$ cat src/rtl/d2q_pkg.sv
// d2q_pkg: shared constants for the dcm to quaternion core
// no dependencies
`timescale 1ns / 1ps
package d2q_pkg;
  localparam int FRAC_BITS_DEF = 14;
  localparam int EL_W = 16;
  localparam logic [1:0] PIV_E11 = 2'd0;
  localparam logic [1:0] PIV_E22 = 2'd1;
  localparam logic [1:0] PIV_E33 = 2'd2;
  localparam logic [1:0] PIV_TRC = 2'd3;
endpackage

$ cat src/rtl/d2q_div_cell.sv
// d2q_div_cell: one stage of a restoring divider lane set
// depends on d2q_pkg; three numerators share one denominator
`timescale 1ns / 1ps
module d2q_div_cell import d2q_pkg::*; #(
  parameter int NW = 48,
  parameter int DW = 32,
  parameter int SW = 32,
  parameter int BITPOS = 0
) (
  input  logic                clk,
  input  logic                en,
  input  logic [DW-1:0]       den,
  input  logic [2:0][NW-1:0]  num_in,
  input  logic [2:0][NW-1:0]  quo_in,
  input  logic [SW-1:0]       side_in,
  input  logic [DW-1:0]       den_pass_in,
  output logic [2:0][NW-1:0]  num_out,
  output logic [2:0][NW-1:0]  quo_out,
  output logic [SW-1:0]       side_out,
  output logic [DW-1:0]       den_pass_out
);
  localparam int WW = NW + DW;
  logic [2:0][NW-1:0] num_next, quo_next;
  logic [WW-1:0] sh;

  // one quotient bit per lane
  always_comb begin
    sh = '0;
    for (int i = 0; i < 3; i++) begin
      sh = WW'(den) << BITPOS;
      num_next[i] = num_in[i];
      quo_next[i] = quo_in[i];
      if (WW'(num_in[i]) >= sh) begin
        num_next[i] = NW'(WW'(num_in[i]) - sh);
        quo_next[i][BITPOS] = 1'b1;
      end
    end
  end

  always_ff @(posedge clk) begin
    if (en) begin
      num_out      <= num_next;
      quo_out      <= quo_next;
      side_out     <= side_in;
      den_pass_out <= den_pass_in;
    end
  end
endmodule

$ cat config.mk
export PLATFORM = sky130hd
export DESIGN_NAME = d2q_div_cell
export DESIGN_NICKNAME = d
export VERILOG_FILES = /design/src/rtl/d2q_pkg.sv /design/src/rtl/d2q_div_cell.sv
export SDC_FILE = /design/constraint.sdc
export NUM_CORES = 1
export LEC_CHECK = 0
export ABC_AREA = 1
export BUFFER_PORTS_ARGS = -buffer_cell sky130_fd_sc_hd__buf_2
export CAP_MARGIN = 30
export CELL_PAD_IN_SITES_DETAIL_PLACEMENT = 1
export CELL_PAD_IN_SITES_GLOBAL_PLACEMENT = 1
export CORE_AREA = 4 4 288 290
export CTS_BUF_LIST = sky130_fd_sc_hd__clkbuf_8
export CTS_CLUSTER_DIAMETER = 80
export DETAILED_ROUTE_END_ITERATION = 6
export DIE_AREA = 0 0 292 294
export HOLD_SLACK_MARGIN = 0.15
export PLACE_DENSITY = 0.7
export SLEW_MARGIN = 20
export SYNTH_ARGS = -nofsm -noshare
export SYNTH_HDL_FRONTEND = slang
export SYNTH_SLANG_ARGS = --single-unit
export TNS_END_PERCENT = 1
$ cat constraint.sdc
create_clock -name clk -period 2.06 [get_ports clk]
set_input_delay 0.206 -clock clk [delete_from_list [all_inputs] [get_ports clk]]
set_output_delay 0.206 -clock clk [all_outputs]
set_load 0.05 [all_outputs]
# --- Word level (Yosys, flattened, before mapping) ---
# Index checks and enable logic that the tools add are counted.
classes:
  n_addsub: 3
  magnitude_cmp: 3
  muxes: 3
op_table:
  columns: ["op", "n"]
  rows:
  - ["$ge A48 B32 Y1", 3]
  - ["$mux W48", 3]
  - ["$sub A48 B32 Y48", 3]
totals:
  register_bits: 352
  inputBits: 386
  out_inout_bits: 352

# --- Depth between registers and ports, before layout ---
depth:
  depth_word: 2
  ltp_mapped: 17
  mapped_depth_nobuf: 16

# --- Worst setup path before layout ---
# No wires, ideal clock.
synth_path:
  kind: "input to register"
  start: "input port num_in[48] (netlist name)"
  end: "register num_out[70] (netlist name) (data pin)"
  setup_time_ns: 0.253
  arrival_ns: 1.876
  setup_slack_ns: -0.069
  cell_stages: 17
  path_buffers: 2
  path_cell_list: "inv_1 -> ha_1 -> fa_1 -> inv_1 -> nand3_2 -> nand3_2 -> nand2_1 -> nand2_1 -> nand2_1 -> nand2_2 -> nand2_2 -> nand3_2 -> inv_2 -> buf_6 -> buf_6 -> nand2_1 -> nand2_1"
synth_lines:
  columns: ["item", "line", "text"]
  rows:
  - ["from (decl)", "d2q_div_cell.sv:13", "input logic [2:0][NW-1:0] num_in,"]
  - ["to (signal assigned)", "d2q_div_cell.sv:42", "num_out <= num_next;"]
  - ["to (decl)", "d2q_div_cell.sv:17", "output logic [2:0][NW-1:0] num_out,"]

==> flow_summary.json <==
{
  "die-width_um": 292,
  "grt_max_degree": 61,
  "dpl.cell_count": 5314,
  "cp_common_cell": "nand2_1",
  "antenna_found_initial": 28,
  "relSlewSlack_pct": 65.4,
  "setup_viol": 1,
  "syn_area_sq_um": 22700,
  "power_mw": 26.1,
  "yosys.cell_types.count": 37,
  "failed_checks": "setup timing",
  "finalNetCount": 5172,
  "cts_buffers": 69,
  "dp_hpwl_mm": 112,
  "fin_crit_sh_pct": 101,
  "dieArea_sq_um": 85800,
  "drv_cap": 0,
  "initialDrtViolationCount": 1746,
  "num_vias": 27300,
  "areaGrowthSynthToFinish_pct": 65.9,
  "wl_met3_mm": 9.70,
  "drt-total-wl_mm": 140,
  "grt_pass1_vias": 28600,
  "post_drt_wl_per_cell_um": 24.1,
  "hold_viol_final": 0,
  "setup_slack_ps": -15.3,
  "rows": 104,
  "met2_length_mm": 64.2,
  "crit_path_max_fanout": 6,
  "ant_nets": 0,
  "cts_tree": "built",
  "post_dp_cell_area_sq_um": 32300,
  "clock.fmax_ghz": 0.482,
  "synth_nets": 3451,
  "grt_setup_unrepaired": "true",
  "start_kind": "input port",
  "clk_pin_slew_ps": 60,
  "ys_seq_elements": 352,
  "fillers": 10000,
  "initial_core_util_pct": 28.3,
  "final_cell_mix": "1,125 x nand2_1, 734 x buf_2, 560 x inv_1, 539 x buf_4, 354 x dlygate4sd3_1",
  "layoutNonFillerInstCount": 5808,
  "fin_util_pct": 46.9,
  "place.gp.congestion": 0.994,
  "yosysSeqAreaShare_pct": 46.6,
  "grt.overflow.total": 0,
  "via_per_inst": 4.69,
  "core_area_sq_um": 80300,
  "dr.pass1.iters": 6,
  "worst_pin_slew_ps": 518,
  "crit_arrival_ps": 2450,
  "avgSynthCellArea_sq_um": 7.65,
  "status": "finished with violations",
  "p_leak_nw": 19.0,
  "met1_length_mm": 56.0,
  "port_buffers": 737,
  "crit_family": "buffers and inverters",
  "end_kind": "register",
  "layout_min_cycle_time_ps": 2080,
  "vdd_drop_max_mv": 0.493,
  "crit_chain": "buf_2 > clkinvlp_4 > buf_4 > ha_1 > nand2_2 > inv_1 > nand2_1 > nand2_1 > nand2_1 > nand2_1 > a21oi_4 > nand3_4 > buf_12 > inv_6 > buf_4 > o21ai_2",
  "highest_layer": "met5",
  "clock-root-buffer": "clkbuf_8",
  "cts.path.max_buffers": 3,
  "final_common_cell": "nand2_1",
  "drc_errors": 0,
  "drive_gt1_share_pct": 33.0,
  "p_per_area_nw_per_um2": 693,
  "critPathKind": "input port to register",
  "slowest_delay_ps": 350,
  "die_y_um": 294,
  "worstHoldPathType": "input port to register",
  "htreeDepth": 3,
  "yosysWarnings": 0,
  "grt_usage_pct": 31.4,
  "clock-sinks": 352,
  "critPathBufInv": 7,
  "synth_cells": 2966,
  "drv_slew": 0,
  "io_pins": 738,
  "cp.required_ps": 2430,
  "stdcell_area_sq_um": 37700,
  "crit_slowest_cell": "ha_1",
  "grt_pass1_wl_mm": 196
}
==> kinds of logic after synthesis <==
logic type      count (synthesis)  synth area share [%]
flops                         352                  46.6
compound gates                179                  4.49
buf+inv                       581                  10.1
xor+xnor                       55                  2.12
simple gates                 1700                  31.2
fa+ha+maj                      99                  5.56
==> flip-flops by register name (all words and copies together) (netlist names) <==
register	flops
num_out	144
quo_out	144
den_pass_out	32
side_out	32
==> tightest hold or removal path, stage by stage <==
cell and delay [ps]:
dlymetal6s4s_1 320, nand2_1 80, o21ai_0 70
==> routing by layer <==
layer  global-route usage (%)  up-vias
met4                     18.3       10
met1                     37.7    13100
li1                         -    12900
met5                        0        -
met3                     7.05      276
met2                     51.8     1002
==> metrics by stage <==
stage          setup TNS, ps  setup slack (ps)  hold WS (ps)
6_report               -15.3             -15.3           167
2_1_floorplan          -98.4             -11.7           305
5_1_grt                -98.0             -42.3           155
4_1_cts                    0              5.10          -195
3_5_place_dp          -83130              -765           384
3_3_place_gp          -82210              -770           383
==> worst paths after layout <==
kind | start | end | slack [ps] | cells after the start
setup / recovery | den[18] | num_out[112] | -20 | 16
hold / removal | num_in[20] | num_out[20] | 170 | 3
==> layout make-up <==
cell class / count / area, sq um / area share (%)
repair buffers: 1675 / 12200 / 32.3
flip-flops and latches: 352 / 10600 / 28.1
multi-input cells: 2033 / 10100 / 26.9
inverters: 555 / 2110 / 5.60
well taps: 1060 / 1330 / 3.52
clock buffers: 69 / 950 / 2.52
clock inverters: 50 / 379 / 1.01
diodes: 13 / 32.5 / 0.0864
repair inverters: 1 / 8.76 / 0.0233
==> power by group <==
| group | leakage [nW] | internal, mW | total (mW) | switching, mW |
|---|---|---|---|---|
| clock | 0.727 | 3.78 | 7.29 | 3.50 |
| combinational | 14.8 | 3.25 | 9.64 | 6.39 |
| sequential | 3.45 | 8.78 | 9.17 | 0.383 |
| total | 19.0 | 15.8 | 26.1 | 10.3 |
==> timing repair <==
action,in CTS,in global routing
buffers inserted,0,6
hold endpoints to repair,447,3
gates resized for setup,2,72
cloned,0,1
hold buffers,353,3
endpoints found under the setup margin,3,136
pin swaps,0,14
==> synthesized netlist by cell type <==
master	number	share of area, %
nand2_1	1143	19
inv_1	548	9.1
edfxtp_1	352	47
nor2_1	224	3.7
nand3_1	174	3.8
ha_1	96	5.3
a21oi_1	80	1.8
xnor2_1	47	1.8
o21ai_0	39	0.86
nand4_1	36	0.99
nor3_1	31	0.68
nand3b_1	27	0.89
o21ai_1	25	0.55
o21ai_2	20	0.77
nand2_2	16	0.44
nor2_2	14	0.39
buf_2	11	0.24
buf_6	10	0.50
nand3_2	9	0.40
a21oi_2	8	0.31
and2_1	8	0.22
xor2_1	8	0.31
or2_2	6	0.17
buf_4	5	0.17
inv_2	5	0.083
nor2_4	5	0.25
o21bai_1	4	0.13
fa_1	3	0.26
a21boi_0	2	0.066
nor3_2	2	0.088
or2_1	2	0.055
and3_1	1	0.028
clkinv_1	1	0.017
inv_6	1	0.039
nand3_4	1	0.077
nand4_2	1	0.055
o21a_1	1	0.033
No activity file was read; power rests on OpenSTA's default activity.
