==> src/rtl/d2q_pkg.sv <==
// d2q_pkg: shared constants for the dcm to quaternion core
// no dependencies
`timescale 1ns / 1ps
package d2q_pkg;
  localparam int FRAC_BITS_DEF = 14;
  localparam int EL_W = 16;
  localparam logic [1:0] PIV_E11 = 2'd0;
  localparam logic [1:0] PIV_E22 = 2'd1;
  localparam logic [1:0] PIV_E33 = 2'd2;
  localparam logic [1:0] PIV_TRC = 2'd3;
endpackage

==> src/rtl/d2q_sqrt_cell.sv <==
// d2q_sqrt_cell: one stage of the restoring square root chain
// depends on d2q_pkg; carries the item sideband along with the root state
`timescale 1ns / 1ps
module d2q_sqrt_cell import d2q_pkg::*; #(
  parameter int RW = 48,
  parameter int SW = 160,
  parameter int BITPOS = 0
) (
  input  logic          clk,
  input  logic          en,
  input  logic [RW-1:0] rem_in,
  input  logic [RW-1:0] res_in,
  input  logic [SW-1:0] side_in,
  output logic [RW-1:0] rem_out,
  output logic [RW-1:0] res_out,
  output logic [SW-1:0] side_out
);
  localparam logic [RW-1:0] BIT = RW'(1) << (2 * BITPOS);
  logic [RW-1:0] trial;
  logic [RW-1:0] rem_next, res_next;

  // one root digit per cell
  always_comb begin
    trial = res_in + BIT;
    if (rem_in >= trial) begin
      rem_next = rem_in - trial;
      res_next = (res_in >> 1) + BIT;
    end else begin
      rem_next = rem_in;
      res_next = res_in >> 1;
    end
  end

  always_ff @(posedge clk) begin
    if (en) begin
      rem_out  <= rem_next;
      res_out  <= res_next;
      side_out <= side_in;
    end
  end
endmodule

==> config.mk <==
export PLATFORM = sky130hd
export DESIGN_NAME = d2q_sqrt_cell
export DESIGN_NICKNAME = d
export VERILOG_FILES = /design/src/rtl/d2q_pkg.sv /design/src/rtl/d2q_sqrt_cell.sv
export SDC_FILE = /design/constraint.sdc
export NUM_CORES = 1
export LEC_CHECK = 0
export ABC_AREA = 0
export BUFFER_PORTS_ARGS = -buffer_cell sky130_fd_sc_hd__buf_4
export CAP_MARGIN = 0
export CORE_AREA = 4 4 199 201
export DETAILED_ROUTE_END_ITERATION = 10
export DIE_AREA = 0 0 203 205
export GPL_ROUTABILITY_DRIVEN = 0
export PLACE_DENSITY = 0.72
export SLEW_MARGIN = 20
export SYNTH_ARGS = -nofsm -noshare
export SYNTH_HDL_FRONTEND = slang
export SYNTH_SLANG_ARGS = --single-unit
==> constraint.sdc <==
create_clock -name clk -period 5.5 [get_ports clk]
set_input_delay 0.825 -clock clk [delete_from_list [all_inputs] [get_ports clk]]
set_output_delay 0.825 -clock clk [all_outputs]
set_load 0.02 [all_outputs]
Yosys cells after proc, flatten, opt, wreduce, memory -nomap -nowiden
Index checks and enable logic that the tools add are counted.
{"block": "word_totals", "reg_bits": 256, "word_cells": 10, "out_inout_bits": 256, "input_bits": 258}
{"block": "op_classes", "add_sub_neg": 3, "n_lt_le_gt_ge": 1, "muxes": 2}
{"op": "adder 47 x 1 -> 48 bit (second input constant)", "count": 1}
{"op": "adder 48 x 1 -> 48 bit (second input constant)", "count": 1}
{"op": ">= comparator 48 bit", "count": 1}
{"op": "2-to-1 mux 48 bit", "count": 1}
{"op": "subtractor 48 bit", "count": 1}
{"op": "2-to-1 mux 47 bit", "count": 1}

Depth between registers and ports, before layout
{"block": "logic_depth", "depth_word": 3, "ltp_mapped": 23, "mapped_depth_nobuf": 18}

Worst setup path before layout
Ideal clock, no wire load.
{"block": "synth_path", "kind": "input to register", "startpoint": "input port res_in[1]", "endpoint": "register rem_out[45], data pin", "path_buffers": 3, "arrival_ps": 4633, "slack_ps": 609, "setup_time_ps": 258, "stages": 20, "t_required_ps": 5242, "path_cell_list": "ha_1 > nand3_4 > or3_4 > or2_1 > buf_6 > nor2_8 > and4_1 > buf_4 > inv_2 > nor3_2 > xnor2_1 > ha_1 > clkbuf_2 > nand4_1 > or2_0 > or3_1 > a31oi_1 > o2111ai_1 > a2111o_1 > o221a_2"}
{"block": "synth_between", "elab_chain_len": 3, "word_cells_on_any_way": 4, "classes_between": "2 x add/sub; 1 x order compare; 1 x mux"}
{"item": "start: declaration", "line": "d2q_sqrt_cell.sv:12", "text": "input logic [RW-1:0] res_in,"}
{"item": "adder 48 x 1 -> 48 bit (*)", "line": "d2q_sqrt_cell.sv:24", "text": "trial = res_in + BIT;"}
{"item": "subtractor 48 bit / >= comparator 48 bit (equally long branches)", "line": "d2q_sqrt_cell.sv:26, d2q_sqrt_cell.sv:25"}
{"item": "2-to-1 mux 48 bit (*)", "line": "d2q_sqrt_cell.sv:25", "text": "if (rem_in >= trial) begin"}
{"item": "named net rem_next[45]", "line": "d2q_sqrt_cell.sv:20", "text": "logic [RW-1:0] rem_next, res_next;"}
{"item": "end signal: assignment", "line": "d2q_sqrt_cell.sv:36", "text": "rem_out <= rem_next;"}
{"item": "end: declaration", "line": "d2q_sqrt_cell.sv:14", "text": "output logic [RW-1:0] rem_out,"}
Mark *: on every way through the listed nets, which the timed path passes. The rest lies on a longest branch.
A chain may end at the register's enable or synchronous reset.

Worst setup path after layout
{"block": "layout_path", "startpoint": "input port res_in[2]", "endpoint": "register res_out[37], data pin"}
{"block": "layout_between", "elab_chain_len": 3, "word_cells_on_any_way": 4, "classes_between": "2 x add/sub; 1 x order compare; 1 x mux"}
{"item": "adder 48 x 1 -> 48 bit", "line": "d2q_sqrt_cell.sv:24"}
{"item": ">= comparator 48 bit", "line": "d2q_sqrt_cell.sv:25"}
{"item": "2-to-1 mux 47 bit (*)", "line": "d2q_sqrt_cell.sv:25"}
{"item": "named net res_next[37]", "line": "d2q_sqrt_cell.sv:20"}
{"item": "end signal: assignment", "line": "d2q_sqrt_cell.sv:37", "text": "res_out <= res_next;"}
{"item": "end: declaration", "line": "d2q_sqrt_cell.sv:15", "text": "output logic [RW-1:0] res_out,"}
Marks and branches as above.

==> parameters.txt <==
Parameter                              Value

STA
  Period Utilization, post-route ... 87.6%
  Time the final worst path needs with I/O delays and setup ... 4.82 ns
  Final worst setup slack ... 0.684 ns
  Total Negative Setup Slacks ... 0 ns
  Actual transition at the worst max-transition pin ... 0.790 ns
  Achievable clock frequency ... 208 MHz
  Count of endpoints failing hold in the final timing report ... 0
  Max-slew violation count ... 0
  Slew margin rel. ... 47.3%
  Final setup vio count ... 0
  RSZ-0062 raised after global routing ... no

Routing
  Initial DRT Pass Iterations ... 5
  DRT antenna net count ... 0
  DR vias/cell ... 5.35
  Post-detailed-route wirelength per cell ... 25.6 um
  Length of routed wiring on met1 ... 21400 um
  Detailed router's first-iteration violation count ... 1203
  Via total after detailed routing ... 11.6k
  Highest routed layer ... met5
  Sum of met2 wire segment lengths after detailed routing ... 26000 um
  DRC ... 0
  Wire length on met3 ... 5970 um
  Total routed wirelength ... 55300 um

Power and ir drop
  Largest vdd supply drop ... 236 uV
  Power consumption ... 5.80 mW
  Power per cell area ... 310 nW/um2
  Pleak ... 7.75 nW

Synthesis
  Number of flip-flops and latches in the synthesized netlist ... 256
  Share of the synthesized area in the top cell type ... 58.2%
  Number of warnings issued by yosys ... 0
  Number of different library cells in the post-synthesis netlist ... 81
  Post-synth EDFFs ... 256
  Summed instance area of the synthesized netlist ... 13200 um2
  Proportion of register bits with asynchronous set or reset after synthesis ... 0%
  Cell count after synthesis ... 1098
  Ys flop type ... edfxtp_1
  Leading area contributor after synthesis ... edfxtp_1
  Net Count, Synth ... 1407
  Cell types with the largest area share after synthesis ... edfxtp_1 (58%), ha_1 (4.7%), xor2_1 (4.6%)
  Sequential cell area fraction in the yosys report ... 58.2%
  Avg Synthesized Cell Area ... 12.0 um2

Floorplanning
  I/O pins ... 514
  FP Rows ... 71
  Die width ... 203 um
  Initial core utilization ... 35.1%
  Die footprint ... 41600 um2
  Die Y ... 205 um
  Core region area ... 37600 um2

Critical path
  Top delay family on crit path ... simple AND/OR/NAND/NOR gates
  Largest stage delay on the critical path ... 0.44 ns
  Slowest cell on the critical path ... or3_4
  CP Buf/Inv Count ... 3
  CP Data Arrival Time ... 5.11 ns
  Number of stages on the worst setup path ... 19
  Cells traversed along the worst timing path ... buf_4 > ha_1 > nand3_4 > or3_4 > or2_1 > or3_1 > nor3_1 > xnor2_1 > ha_1 > a21oi_1 > o21ai_1 > a21o_1 > a221oi_1 > o211ai_1 > buf_4 > o21ai_4 > buf_4 > nor3_1 > xor2_1
  Max Fanout on Critical Path ... 14
  Crit Path Category ... in -> reg
  Data required time at the worst endpoint ... 5.79 ns
  Most Frequent Cell on Critical Path ... buf_4
  Startpoint class of the critical path ... input pin
  Worst setup path startpoint ... res_in[2]
  Kind of end point of the critical path ... register

Placed design
  Number of cells after detailed placement ... 2106
  Post-placement worst setup slack ... 0.177 ns
  Post-detail-place hpwl ... 44700 um
  Buffers on Ports ... 513

Layout
  Leading cell type in the layout, fill and taps excluded ... buf_4
  Layout net count ... 1935
  Layout Area Growth over Synthesis ... 42.0%
  Final Instance Count excl. Fillers ... 2163
  Commonest cells after routing, fill and taps aside ... buf_4 (541), edfxtp_1 (256), nand2_1 (132), xor2_1 (69)
  Share of layout cells above drive strength 1 ... 38.8%
  Fin util ... 49.9%

Clocking
  Number of clock sinks ... 256
  Clock tree from TritonCTS ... yes
  Number of post-CTS setup repair buffers ... 0
  Clock edge transition at the registers on the reported setup and hold paths ... 0.06 ns
  Cell at the root of the clock tree ... clkbuf_16
  Cts repair resizes ... 0
  Number of buffers inserted for hold repair after clock tree synthesis ... 0
  H-tree depth reported by CTS ... 1
  Number of buffers created by CTS ... 29
  Number of buffers on the longest clock path ... 3

Worst hold path
  Hold path start ... side_in[104]
  Endpoint of the worst hold-timing path ... side_out[104]
  Hold WC Path Type ... in -> reg
  Number of cells on the worst hold path ... 1

Job
  Max-cap violation count ... 0

GRT
  Grt ovf ... 0
  Number of antenna violations at the first check in global routing ... 14
  Global routing usage summed across all routing layers ... 25.0%
  Global-route wire length before repair ... 77100 um
  Number of global-route vias before repair ... 11.3k
  Pin count of the biggest net entering global routing ... 134

Outcome
  Outcome ... finished, final reports clean
worst max path at each step:
| stage | end | slack [ns] |
|---|---|---|
| floorplan | rem_out[45] | 0.61 |
| global placement | res_out[11] | 0.27 |
| detailed placement | rem_out[36] | 0.18 |
| CTS | res_out[5] | 0.77 |
| global route | rem_out[44] | 0.37 |
| finish | res_out[37] | 0.68 |
final cells by class:
| cell class | count | area [um2] |
|---|---|---|
| diodes | 4 | 10.0 |
| clock buffers | 32 | 737 |
| clock inverters | 21 | 225 |
| fillers | 3370 | 18800 |
| inverters | 26 | 97.6 |
| multi-input cells | 765 | 5150 |
| flip-flops and latches | 256 | 7690 |
| well taps | 511 | 639 |
| repair buffers | 548 | 4200 |
flip-flops by register name (all words and copies together), names as in the netlist:
signal	flops
side_out	160
rem_out	48
res_out	48
cell families (layout without fill, tap and decap cells):
logic type	count (synthesis)	count (layout)	synth area share, %
multiplexers	2	2	0.161
other	0	4	0
buffers and inverters	77	627	2.79
flip-flops	256	256	58.2
AO/OA/AOI/OAI	222	222	10.7
adder cells (fa/ha/maj)	51	51	4.89
AND/OR/NAND/NOR	364	364	14.8
XOR/XNOR	126	126	8.36
power breakdown:
part           switching, mW  internal (mW)  leakage (nW)
combinational          0.823          0.564          4.77
sequential            0.0609           2.36          2.50
clock                  0.838           1.16         0.469
cells in the mapped netlist, drive strengths merged, types with 4 or more instances:
cell type and number:
a211oi 5, a21o 19, a21oi 56, a31oi 9
and2 7, and3 15, and4 4, buf 33
clkbuf 18, edfxtp 256, ha 50, inv 26
nand2 133, nand2b 5, nand3 20, nand4 42
nor2 59, nor2b 6, nor3 34, nor3b 4
nor4 12, o211ai 7, o21a 9, o21ai 65
o21bai 13, o31ai 11, or2 10, or3 4
xnor2 57, xor2 69
routing by layer:
metal | vias up | global-route usage (%)
li1 | 5157 | -
met1 | 5613 | 32.0
met2 | 681 | 41.0
met3 | 107 | 7.27
met4 | 16 | 8.10
met5 | - | 0
metrics by stage:
stage,hold WS [ns],area (um2)
2_1_floorplan,0.924,13200
3_3_place_gp,1.00,17800
6_report,0.426,18700
4_1_cts,0.406,18700
5_1_grt,0.398,18700
3_5_place_dp,1.00,17800
Note: power is estimated with default switching activity, not from simulation.
